$ cat src/hw/rtl/dswe_pkg.sv
// Shared widths, constants and types for the dual-sensor worst-error PI drive.
package dswe_pkg;

	localparam int SENSOR_WIDTH   = 16;
	localparam int GAIN_WIDTH     = 16;
	localparam int GAIN_FRAC_BITS = 8;
	localparam int ERR_WIDTH      = SENSOR_WIDTH + 1;
	localparam int DERR_WIDTH     = ERR_WIDTH + 1;
	localparam int PKP_WIDTH      = GAIN_WIDTH + DERR_WIDTH;
	localparam int PKI_WIDTH      = GAIN_WIDTH + ERR_WIDTH;
	localparam int UPD_WIDTH      = PKP_WIDTH + 1;
	localparam int SUM_WIDTH      = UPD_WIDTH + 1;
	// sign, 9 integer bits for the clamp trip point, then the fraction
	localparam int ACC_WIDTH      = GAIN_FRAC_BITS + 10;
	localparam int DRIVE_WIDTH    = 9;
	localparam int CFG_IDX_WIDTH  = 2;

	// stream widths, padded to whole bytes
	localparam int S_TDATA_WIDTH  = ((3 * SENSOR_WIDTH + 7) / 8) * 8;
	localparam int M_TDATA_WIDTH  = ((DRIVE_WIDTH + 7) / 8) * 8;

	localparam int CLAMP_TRIP = 255;
	localparam int CLAMP_HOLD = 254;
	localparam int KICK_ERROR = 10;

	localparam int ACC_TRIP = CLAMP_TRIP * (1 << GAIN_FRAC_BITS);
	localparam int ACC_HOLD = CLAMP_HOLD * (1 << GAIN_FRAC_BITS);

	typedef enum logic [CFG_IDX_WIDTH-1:0] {
		REG_KP_GAIN = 2'd0,
		REG_KI_GAIN = 2'd1
	} cfg_reg_t;

	// Selected error of one beat, as handed to the multiply stage.
	typedef struct packed {
		logic signed [ERR_WIDTH-1:0]  err;
		logic signed [DERR_WIDTH-1:0] derr;
		logic                         restart;
	} err_t;

endpackage

$ cat src/hw/rtl/dual_sensor_worst_error_pi_drive_unit.sv
// Top level of the dual-sensor worst-error incremental PI drive.
//
// Input stream (s_*): one beat carries encoder_a, encoder_b and target.
// Output stream (m_*): one beat per input beat carrying the signed drive.
// Configuration: cfg_we/cfg_idx/cfg_wdata write kp_gain (0) and ki_gain (1),
// both signed Q8.8; other indexes are ignored. Write only while idle.
//
// Three stages: error selection into _s1, gain products into _s2, then the
// accumulator add and clamp into the output register. m_tvalid rises once
// the beat has passed _s1 and _s2; throughput is one beat per cycle while m_tready is high.
// The only loop is accumulator add plus clamp in the last stage; the error
// and direction state is updated when the input beat is taken.
//
// Reset clears gains, accumulator, previous error and direction, and empties
// the pipeline. When the receiver stalls, each stage holds once the next one
// is full; s_tready drops only with all three stages occupied, so a beat is
// still taken while a finished result waits.
module dual_sensor_worst_error_pi_drive_unit (
	input  logic                                  clk,
	input  logic                                  arst_n,
	input  logic                                  cfg_we,
	input  logic [dswe_pkg::CFG_IDX_WIDTH-1:0]    cfg_idx,
	input  logic [dswe_pkg::GAIN_WIDTH-1:0]       cfg_wdata,
	input  logic                                  s_tvalid,
	output logic                                  s_tready,
	input  logic [dswe_pkg::S_TDATA_WIDTH-1:0]    s_tdata, // encoder_a, encoder_b, target
	output logic                                  m_tvalid,
	input  logic                                  m_tready,
	output logic [dswe_pkg::M_TDATA_WIDTH-1:0]    m_tdata  // drive, zero pad
);
	import dswe_pkg::*;

	logic signed [GAIN_WIDTH-1:0] kp_q, ki_q;

	logic                         v_s1, v_s2, out_v_q;
	logic                         en1, en2, en3, s_acc;
	err_t                         sel, sel_s1;
	logic                         restart_s2;
	logic signed [UPD_WIDTH-1:0]  upd_s2;
	logic signed [PKP_WIDTH-1:0]  p_kp;
	logic signed [PKI_WIDTH-1:0]  p_ki;
	logic signed [ACC_WIDTH-1:0]  acc_q, acc_base, acc_nxt;
	logic signed [SUM_WIDTH-1:0]  sum;
	logic        [ACC_WIDTH-1:0]  mag;
	logic        [DRIVE_WIDTH-1:0] dmag, drive_nxt, drive_q;

	// config writes
	always_ff @(posedge clk or negedge arst_n) begin
		if (!arst_n) begin
			kp_q <= '0;
			ki_q <= '0;
		end else if (cfg_we) begin
			unique case (cfg_idx)
				REG_KP_GAIN: kp_q <= cfg_wdata;
				REG_KI_GAIN: ki_q <= cfg_wdata;
				default: ;
			endcase
		end
	end

	// pipeline flow: a stage loads when it is empty or its content moves on
	assign en3      = !out_v_q || m_tready;
	assign en2      = !v_s2 || en3;
	assign en1      = !v_s1 || en2;
	assign s_tready = en1;
	assign s_acc    = s_tvalid && s_tready;

	dswe_err_sel u_err_sel (
		.clk       (clk),
		.arst_n    (arst_n),
		.accept    (s_acc),
		.encoder_a (s_tdata[0 +: SENSOR_WIDTH]),
		.encoder_b (s_tdata[SENSOR_WIDTH +: SENSOR_WIDTH]),
		.target    (s_tdata[2*SENSOR_WIDTH +: SENSOR_WIDTH]),
		.sel       (sel)
	);

	always_comb begin
		p_kp = kp_q * sel_s1.derr;
		p_ki = ki_q * sel_s1.err;
	end

	always_comb begin
		acc_base = restart_s2 ? '0 : acc_q;
		sum      = SUM_WIDTH'(acc_base) + SUM_WIDTH'(upd_s2);
		priority if (sum >= SUM_WIDTH'(ACC_TRIP)) begin
			acc_nxt = ACC_WIDTH'(ACC_HOLD);
		end else if (sum <= -SUM_WIDTH'(ACC_TRIP)) begin
			acc_nxt = -ACC_WIDTH'(ACC_HOLD);
		end else begin
			acc_nxt = ACC_WIDTH'(sum);
		end
		// truncate toward zero
		mag       = acc_nxt[ACC_WIDTH-1] ? ACC_WIDTH'(-acc_nxt) : ACC_WIDTH'(acc_nxt);
		dmag      = mag[GAIN_FRAC_BITS +: DRIVE_WIDTH];
		drive_nxt = acc_nxt[ACC_WIDTH-1] ? DRIVE_WIDTH'(-dmag) : dmag;
	end

	always_ff @(posedge clk or negedge arst_n) begin
		if (!arst_n) begin
			v_s1    <= 1'b0;
			v_s2    <= 1'b0;
			out_v_q <= 1'b0;
			acc_q   <= '0;
		end else begin
			if (en1) v_s1 <= s_tvalid;
			if (en2) v_s2 <= v_s1;
			if (en3) out_v_q <= v_s2;
			if (en3 && v_s2) acc_q <= acc_nxt;
		end
	end

	always_ff @(posedge clk) begin
		if (s_acc) sel_s1 <= sel;
		if (en2 && v_s1) begin
			restart_s2 <= sel_s1.restart;
			upd_s2     <= UPD_WIDTH'(p_kp) + UPD_WIDTH'(p_ki);
		end
		if (en3 && v_s2) drive_q <= drive_nxt;
	end

	assign m_tvalid = out_v_q;
	assign m_tdata  = {{(M_TDATA_WIDTH-DRIVE_WIDTH){1'b0}}, drive_q};

	a_acc_range: assert property (@(posedge clk) disable iff (!arst_n)
		(acc_q <= ACC_WIDTH'(ACC_HOLD) + ACC_WIDTH'((1 << GAIN_FRAC_BITS) - 1)) &&
		(acc_q >= -ACC_WIDTH'(ACC_HOLD) - ACC_WIDTH'((1 << GAIN_FRAC_BITS) - 1)))
		else $error("accumulator outside clamp range");

	a_acc_hold: assert property (@(posedge clk) disable iff (!arst_n)
		(m_tvalid && !m_tready) |=> $stable(acc_q))
		else $error("accumulator moved while output stalled");

	a_full_when_blocked: assert property (@(posedge clk) disable iff (!arst_n)
		!s_tready |-> (v_s1 && v_s2 && m_tvalid))
		else $error("input blocked with a pipeline bubble");

	a_drive_range: assert property (@(posedge clk) disable iff (!arst_n)
		m_tvalid |-> ($signed(drive_q) <= $signed(DRIVE_WIDTH'(CLAMP_HOLD)) &&
			$signed(drive_q) >= -$signed(DRIVE_WIDTH'(CLAMP_HOLD))))
		else $error("drive outside limits");

endmodule

$ cat src/hw/rtl/dswe_err_sel.sv
// Worst-error selection and direction tracking, one beat per cycle while accept is high.
module dswe_err_sel (
	input  logic                                  clk,
	input  logic                                  arst_n,
	input  logic                                  accept,
	input  logic signed [dswe_pkg::SENSOR_WIDTH-1:0] encoder_a,
	input  logic signed [dswe_pkg::SENSOR_WIDTH-1:0] encoder_b,
	input  logic signed [dswe_pkg::SENSOR_WIDTH-1:0] target,
	output dswe_pkg::err_t                        sel
);
	import dswe_pkg::*;

	logic                        dir_q;
	logic signed [ERR_WIDTH-1:0] prev_err_q;

	logic                        dir;
	logic signed [ERR_WIDTH-1:0] ea, eb, e;
	logic        [ERR_WIDTH-1:0] abs_a, abs_b;
	logic signed [ERR_WIDTH-1:0] prev_eff;

	always_comb begin
		dir   = (target > 0);
		ea    = ERR_WIDTH'(encoder_a) - ERR_WIDTH'(target);
		eb    = ERR_WIDTH'(encoder_b) - ERR_WIDTH'(target);
		abs_a = ea[ERR_WIDTH-1] ? ERR_WIDTH'(-ea) : ERR_WIDTH'(ea);
		abs_b = eb[ERR_WIDTH-1] ? ERR_WIDTH'(-eb) : ERR_WIDTH'(eb);
		sel.restart = (dir != dir_q);
		// direction change: restart from a fixed kick
		priority if (sel.restart) begin
			e = dir ? ERR_WIDTH'(KICK_ERROR) : -ERR_WIDTH'(KICK_ERROR);
		end else if (abs_a >= abs_b) begin
			e = ea;
		end else begin
			e = eb;
		end
		prev_eff = sel.restart ? '0 : prev_err_q;
		sel.err  = e;
		sel.derr = DERR_WIDTH'(e) - DERR_WIDTH'(prev_eff);
	end

	always_ff @(posedge clk or negedge arst_n) begin
		if (!arst_n) begin
			dir_q      <= 1'b0;
			prev_err_q <= '0;
		end else if (accept) begin
			dir_q      <= dir;
			prev_err_q <= e;
		end
	end

endmodule
$ cat config.mk
export PLATFORM = sky130hd
export DESIGN_NAME = dual_sensor_worst_error_pi_drive_unit
export DESIGN_NICKNAME = d
export VERILOG_FILES = /design/src/hw/rtl/dswe_pkg.sv /design/src/hw/rtl/dual_sensor_worst_error_pi_drive_unit.sv /design/src/hw/rtl/dswe_err_sel.sv
export SDC_FILE = /design/constraint.sdc
export NUM_CORES = 2
export LEC_CHECK = 0
export BUFFER_PORTS_ARGS = -buffer_cell sky130_fd_sc_hd__buf_2
export CORE_MARGIN = 4
export CORE_UTILIZATION = 63
export DETAILED_ROUTE_END_ITERATION = 12
export MAX_ROUTING_LAYER = met4
export PLACE_DENSITY = 0.8
export SLEW_MARGIN = 20
export SYNTH_ARGS = -nofsm -noshare
export SYNTH_HDL_FRONTEND = slang
export SYNTH_SLANG_ARGS = --single-unit
$ cat constraint.sdc
create_clock -name clk -period 13.85 [get_ports clk]
set_clock_uncertainty 0.05 [all_clocks]
set_input_delay 0.6925 -clock clk [delete_from_list [all_inputs] [get_ports clk]]
set_output_delay 0.6925 -clock clk [all_outputs]
set_load 0.01 [all_outputs]
==> results.ini <==
[setup_path]
cp_common_cell=o21ai_0
worstPathArrival_ps=9630
endpoint_kind=flip-flop
cp_top_family=compound AO/OA/AOI/OAI gates
crit_slowest_cell=or4b_2
path_class=input pin to flip-flop
cp_max_fo=23
max_stage_delay_ps=610
required_ps=14090
path_buf_inv=3
crit_path_start_kind=input pin

[synth]
synthFlopType=edfxtp_1
synth.distinct_cells=102
yosys.area.top_type=fa_1
synth-seq-cells=152
synth_edf_count=81
synth.area.top_cells=fa_1 38%, ha_1 9.7%, inv_1 8.7%, edfxtp_1 7.3%, dfrtp_1 5.3%
syn_area_sq_um=33300
avgSynthCellArea_sq_um=9.33
synth_top_area_share_pct=38.4
yosysWarnings=0
synthCells=3574
async_flop_share_pct=46.7
yosysSeqAreaShare_pct=12.6

[timing]
max_freq_mhz=107
final-max-slew-violation-count=0
rsz0062_at_grt=no
hold_viol_final=0
holdWs_ps=365
period_needed_ps=9390
worst_pin_slew_ps=1120
max-slew-margin-rel_pct=24.8
tns_ps=0
final_min_period_over_clock_period_pct=67.8
setup_viol=0

[clocking]
cts_tree=done
numCtsBuffers=17
cts-resized-gates=0
cts_root_buffer=clkbuf_16
postCtsSetupRepairBufs=0
clk-insertion-delay-late_ps=490
cts_buffer_depth=2
cts-htree-levels=4
clk_pin_slew_ps=70
clock_sinks=152
hold_buffers=1

[floorplan]
core_area_sq_um=52400
die_w_um=238
io_pins=89
start_util_pct=63.6
std_cell_rows=84
dieArea_sq_um=56700
die_height_um=238

[global_route]
antenna_found_initial=0
overflow=0
grt_pass1_vias=25678
grt_usage_pct=28.8
grt_max_degree=59
grt_pass1_wl_um=128000

[layout]
finalNonFillerCells=4266
area_growth_syn_to_layout_pct=4.46
diodes=0
final_nets=4533
final_cell_mix=770 x inv_1, 639 x fa_1, 435 x nand2_1
regArea_sq_um=4210
mostFrequentLayoutCell=inv_1
fin_util_pct=66.4
multiInputGateArea_sq_um=25700
drive_above_1_share_pct=5.98
fill_cells=4068

[placement]
io_buffers=81
hpwl_um=64700
dp_cells=4233
routabilityCongestion=0.929

[detailed_routing]
vias=24161
routed_wl_um=75400
drtAntennaViolNets=0
drt-initial-drc-count=1598
dr.pass1.iters=5
viasPerCell=5.66
wl_per_cell_um=17.7
drcViolationCount=0

[flow_run]
maxCapViolCount=0

[outcome]
status=finished, final reports clean

[worst_hold_path]
hold_class=input pin to flip-flop

[synth_stat cells (all sizes together), types with 8 or more instances]
master  number
buf         24
edfxtp      81
nand3b       9
nand2b      50
a211oi      15
clkbuf     108
nor2b       45
o21a        27
or2         13
o221ai      11
mux2        41
nand2      435
ha         258
nor4         8
inv        771
dfrtp       71
o21ai       70
o21bai      11
fa         639
nor3        35
and3        11
and4         8
a21oi       95
xor2        44
o211ai      12
nand3       21
a21boi      12
xnor2       94
nor2       122
and2       225
nand4       19
o31ai       16
a31oi       29
a21o        26
or3         13
mux2i        9
[metrics by stage]
stage	worst slack (ps)	cell area, sq um
detailed placement	4100	34200
global placement	4200	34200
CTS	4570	34800
global route	3540	34800
floorplan	4990	33400
finish	4460	34800
[cells by family (layout without fill, tap and decap cells)]
family                     Yosys count  count (layout)  share of synthesized area, %
buffers and inverters              904             902                          10.3
muxes                               50              50                          1.65
DFF                                152             152                          12.6
other                                1               7                        0.0112
xor gates and xnor gates           138             138                          3.65
and+or+nand+nor                   1037            1037                          15.4
AOI/OAI and AO/OA                  392             392                          8.15
adders and majority gates          900             900                          48.1
[flip-flops by register name, summed over array words and instances, names as in the netlist]
name,count
drive_q,9
u_err_sel.prev_err_q,17
sel_s1,36
kp_q,16
acc_q,18
v_s1,1
upd_s2,35
ki_q,16
m_tvalid,1
u_err_sel.dir_q,1
restart_s2,1
v_s2,1
[routing by layer]
| metal | share of wire [%] | global-route usage, % | vias up |
|---|---|---|---|
| met4 | 2.6 | 9.08 | 0 |
| li1 | - | - | 11062 |
| met2 | 50 | 47.9 | 785 |
| met1 | 41 | 37.0 | 12161 |
| met3 | 6.4 | 4.29 | 153 |
| met5 | 0 | - | - |
[final timing paths]
| path | depth (start not counted) | startpoint | slack, ps | to |
|---|---|---|---|---|
| max | 39 | s_tdata[16] | 4460 | sel_s1[16] |
| min in group asynchronous | 2 | arst_n | 570 | acc_q[7] |
| max reg2reg | 26 | sel_s1[35] | 4810 | upd_s2[34] |
| min | 2 | s_tvalid | 370 | v_s1 |
| max in group asynchronous | 3 | arst_n | 12080 | ki_q[15] |
| min reg2reg | 1 | v_s1 | 430 | v_s2 |
[cell type report]
class                   instances  share of cell area (%)
multi-input cells            2524                    73.9
flip-flops and latches        152                    12.1
inverters                     772                    8.32
well taps                     688                    2.47
repair buffers                 98                    1.54
clock buffers                  20                    1.38
clock inverters                12                   0.338
Power is not shown: default switching activity piles up to over one toggle a cycle in this logic, so the estimate is an artifact.
